<file path="config.mk">
export PLATFORM = sky130hd
export DESIGN_NAME = lcsp_cell_unit
export DESIGN_NICKNAME = d
export VERILOG_FILES = /design/src/design/assert_macros.svh /design/src/design/lcsp_pkg.sv /design/src/design/lcsp_cell_unit.sv
export SDC_FILE = /design/constraint.sdc
export NUM_CORES = 1
export LEC_CHECK = 0
export BUFFER_PORTS_ARGS = -buffer_cell sky130_fd_sc_hd__buf_2
export CELL_PAD_IN_SITES_DETAIL_PLACEMENT = 1
export CELL_PAD_IN_SITES_GLOBAL_PLACEMENT = 1
export CORE_ASPECT_RATIO = 0.75
export CORE_MARGIN = 1.5
export CORE_UTILIZATION = 37
export CTS_BUF_LIST = sky130_fd_sc_hd__clkbuf_16
export CTS_CLUSTER_SIZE = 10
export DETAILED_ROUTE_END_ITERATION = 10
export PLACE_DENSITY_LB_ADDON = 0.1
export SETUP_SLACK_MARGIN = 0.5
export SLEW_MARGIN = 5
export SYNTH_ARGS = -nofsm -noshare
export SYNTH_HDL_FRONTEND = slang
export SYNTH_SLANG_ARGS = --single-unit
</file>
<file path="constraint.sdc">
create_clock -name clk_i -period 4.25 [get_ports clk_i]
set_clock_uncertainty 0.2 [all_clocks]
set_input_delay 0.425 -clock clk_i [delete_from_list [all_inputs] [get_ports clk_i]]
set_output_delay 0.425 -clock clk_i [all_outputs]
set_load 0.01 [all_outputs]
</file>
<file path="src/design/assert_macros.svh">
// Assertion macros for the top-level design file.
`ifndef ASSERT_MACROS_SVH
`define ASSERT_MACROS_SVH

// Check on every clock edge outside reset.
`define LCSP_ASSERT(lbl, prop) \
  lbl: assert property (@(posedge clk_i) disable iff (!rst_ni) prop) \
    else $error("lcsp: property violated");

// Check on every clock edge, reset included.
`define LCSP_ASSERT_ALWAYS(lbl, prop) \
  lbl: assert property (@(posedge clk_i) prop) \
    else $error("lcsp: property violated during reset");

`endif

</file>
<file path="src/design/lcsp_pkg.sv">
// Shared constants and types of the LCS length and positions unit.
package lcsp_pkg;

  localparam int unsigned MAX_LEN_DEF    = 32;
  localparam int unsigned ELEM_WIDTH_DEF = 16;

  localparam int unsigned ELEM_FIELD_W = 16;
  localparam int unsigned LEN_FIELD_W  = 6;
  localparam int unsigned POS_FIELD_W  = 5;

  localparam int unsigned RESULT_CAP = 32;

  typedef struct packed {
    logic vld;
    logic first_row;
    logic first_col;
  } cell_ctrl_t;

endpackage

</file>
<file path="src/design/lcsp_cell_unit.sv">
// Score cell update engine: one DP cell per cycle with running left and diagonal values.
module lcsp_cell_unit import lcsp_pkg::*; #(
  parameter int unsigned SW = 6,
  parameter int unsigned EW = ELEM_WIDTH_DEF
) (
  input  logic          clk_i,
  input  cell_ctrl_t    ctrl_i,
  input  logic [EW-1:0] a_i,
  input  logic [EW-1:0] b_i,
  input  logic [SW-1:0] up_i,
  output logic [SW-1:0] score_o
);

  logic [SW-1:0] left_q, diag_q;
  logic [SW-1:0] up, left, diag;

  // Row zero and column zero of the table are all zero.
  assign up   = ctrl_i.first_row ? '0 : up_i;
  assign left = ctrl_i.first_col ? '0 : left_q;
  assign diag = ctrl_i.first_col ? '0 : diag_q;

  always_comb begin
    if (a_i == b_i) begin
      score_o = diag + 1'b1;
    end else begin
      score_o = (up > left) ? up : left;
    end
  end

  // The up value of this column is the diagonal of the next one.
  always_ff @(posedge clk_i) begin
    if (ctrl_i.vld) begin
      left_q <= score_o;
      diag_q <= up;
    end
  end

endmodule

</file>
==> results.md <==
* DRC errors left at 0
* Pin count of the biggest net entering global routing at 13
* DR vias/cell at 5.47
* Synth Area in Compound Gates at 16.2%
* H-tree Lvls at 1
* Synth Area in Simple Gates at 23.5%
* Die H at 51.0 um
* Overflow left after global routing at 0
* Fin. max-slew vios at 0
* TritonCTS buffer count at 3
* Final RePlAce weighted congestion at 0.848
* Hold Buf Count CTS at 0
* Count of state elements after synthesis at 12
* Clk Latency, worst-skew pair at 0.24 ns
* Fmax at 314 MHz
* Share of cells above drive strength 1 at 32.7%
* Fillers at 364
* Pwr dens at 321 nW/um^2
* Synth warn at 0
* Area leader, netlist: edfxtp_1
* Initial antenna violation count at 0
* Root buffer cell: clkbuf_16
* Die X at 67.0 um
* Commonest cells in the synthesized netlist: 18 x xor2_1, 12 x edfxtp_1, 11 x nand2b_1
* Critical Path RT at 3.62 ns
* Count leader, synth: xor2_1
* Synth Area in XOR/XNOR at 15.4%
* Max-Slew Margin vs Limit at 60.6%
* Critical setup path kind: in2out
* FFs w/ async S/R, synth at 0%
* Fin worst setup slack at 1.06 ns
* CTS Buffer Depth at 2
* Cell variety after synth at 30
* Post-synth design cell area at 1130 um^2
* Ant diodes at 0
* Final Setup Violations at 0
* Number of flops mapped to enable cells by yosys at 12
* Fin. Hold Viols at 0
* Die ar. at 3410 um^2
* Port buffer count at 47
* Vias at 1,126
* FF/Latch Area at 360 um^2
* Clk sink count at 12
* DRT Pass-1 Iters at 4
* Total Nets Final at 218
* Largest family of logic cells by synthesized area: simple AND/OR/NAND/NOR gates
* First-pass GRT wire length at 5.72 mm
* Iteration-0 DRC Markers at 57
* P_leak at 0.667 nW
* Placeable core area at 2940 um^2
* Highest net fanout along the worst path at 12
* I/O pin count at 48
* Top_reg_cell synth: edfxtp_1
* Vias in the first global route at 1,151
* WL final at 3.52 mm
* Adder-cell share of the synthesized area at 7.72%
* Period utilisation layout at 75.0%
* Synth Area per Inst at 9.54 um^2
* Worst VDD drop at 137 uV
* Clock transition at path regs at 0.05 ns
* Arrival @ worst endpoint at 2.56 ns
* Rows at 17
* Post_cts resized at 0
* Synth area leaders: edfxtp_1 32%, xor2_1 14%, ha_1 7.7%
* Outcome: complete, no violations
* Max cap viols at 0
* Detail Route Antenna Nets at 0
* Post-CTS setup repair buffer count at 0
* Post-layout minimum cycle time at 3.19 ns
* Crit start category: input port
* Post-Synthesis Cells at 119
* Seq/Total Area, Yosys at 31.8%
* Pre-CTS WS at 1.14 ns
* Initial Utilization at 38.7%
* HPWL Detailed at 2.71 mm
* Mapped Nets at 168
* Multiplexer share of the synthesized area at 2.65%
* CTS tree: yes
* Post-DR wirelength/cell at 17.1 um
* Setup TNS at 0 ns
* All-Layer GR Usage at 23.0%
* Hold/Removal Path Class: in2reg
* Critical Path Sink Type: primary output
* Synthesis-to-finish area growth at 30.4%
* Area occupied by multi-input gates at 743 um^2
* RSZ-0062 raised after global routing: no
* Yosys top cell area share at 31.8%
* Worst-margin pin slew at 0.589 ns
[final cells by class]
| type | count | area share (%) |
|---|---|---|
| Multi-Input combinational cell | 101 | 50.2 |
| Sequential cell | 12 | 24.3 |
| Timing Repair Buffer | 47 | 15.9 |
| Clock buffer | 3 | 5.07 |
| Tap cell | 38 | 3.21 |
| Inverter | 4 | 1.01 |
| Clock inverter | 1 | 0.254 |
[report_power, final]
part / switching, W / internal (W)
registers: 0.00000607 / 0.000146
clock network: 0.0000549 / 0.000124
logic: 0.0000813 / 0.0000626
[layer usage]
layer	part of all wire, %	vias up	routed length [um]	GRT usage (%)
li1	-	542	-	-
met1	46	538	1610	32.0
met5	0	-	0	0
met3	6.1	4	213	4.85
met2	47	42	1660	36.7
met4	0.97	0	34	5.10
[cells by family after synthesis]
logic type,Yosys count
adders and majority gates,7
xor gates and xnor gates,20
DFF,12
buffers and inverters,6
AOI/OAI and AO/OA,24
and+or+nand+nor,47
muxes,3
[through the flow]
stage	utilization, %	cell area [um^2]	instances	hold WS (ns)	total power, W
6_report	50.4	1480	206	0.327	0.000476
5_1_grt	50.4	1480	206	0.367	0.000496
4_1_cts	50.4	1480	206	0.336	0.000476
3_5_place_dp	47.7	1400	202	0.510	0.000293
3_3_place_gp	47.7	1400	202	0.508	0.000289
2_1_floorplan	-	1130	119	0.337	0.000238
[state kept, by name, summed over array words and instances, names as in the netlist]
signal  count
diag_q      6
left_q      6
[critical path, cell delays in order]
cell      delay [ns]
buf_2           0.17
nand2b_1        0.22
ha_1            0.38
nand4_1         0.22
and2b_2         0.35
a211oi_1        0.08
o31ai_1         0.41
o31ai_2         0.14
buf_2           0.16
[cell usage in the layout (no fill, tap or decap), types with 2 or more instances in the layout]
master,count
nor2_1,8
nor2b_1,6
nand3_1,2
nand2b_1,11
nand2_1,3
and2_1,4
o31ai_2,3
nor4_1,7
nand4_1,2
buf_2,47
a211oi_1,4
o22ai_1,3
nor3_1,2
a31oi_1,2
a21oi_1,4
ha_1,7
xor2_1,18
o31ai_1,3
edfxtp_1,12
xnor2_1,2
mux2i_1,3
clkbuf_16,3
inv_1,4
[final timing paths]
| check | start | end | slack (ns) | depth (start not counted) |
|---|---|---|---|---|
| min | up_i[0] | diag_q[0]$_DFFE_PP_ | 0.33 | 3 |
| max | ctrl_i[0] | score_o[4] | 1.06 | 9 |
| max reg2reg | left_q[5]$_DFFE_PP_ | left_q[4]$_DFFE_PP_ | 1.75 | 7 |
| min reg2reg | diag_q[5]$_DFFE_PP_ | left_q[5]$_DFFE_PP_ | 0.53 | 2 |
Note: power is estimated with default switching activity, not from simulation.
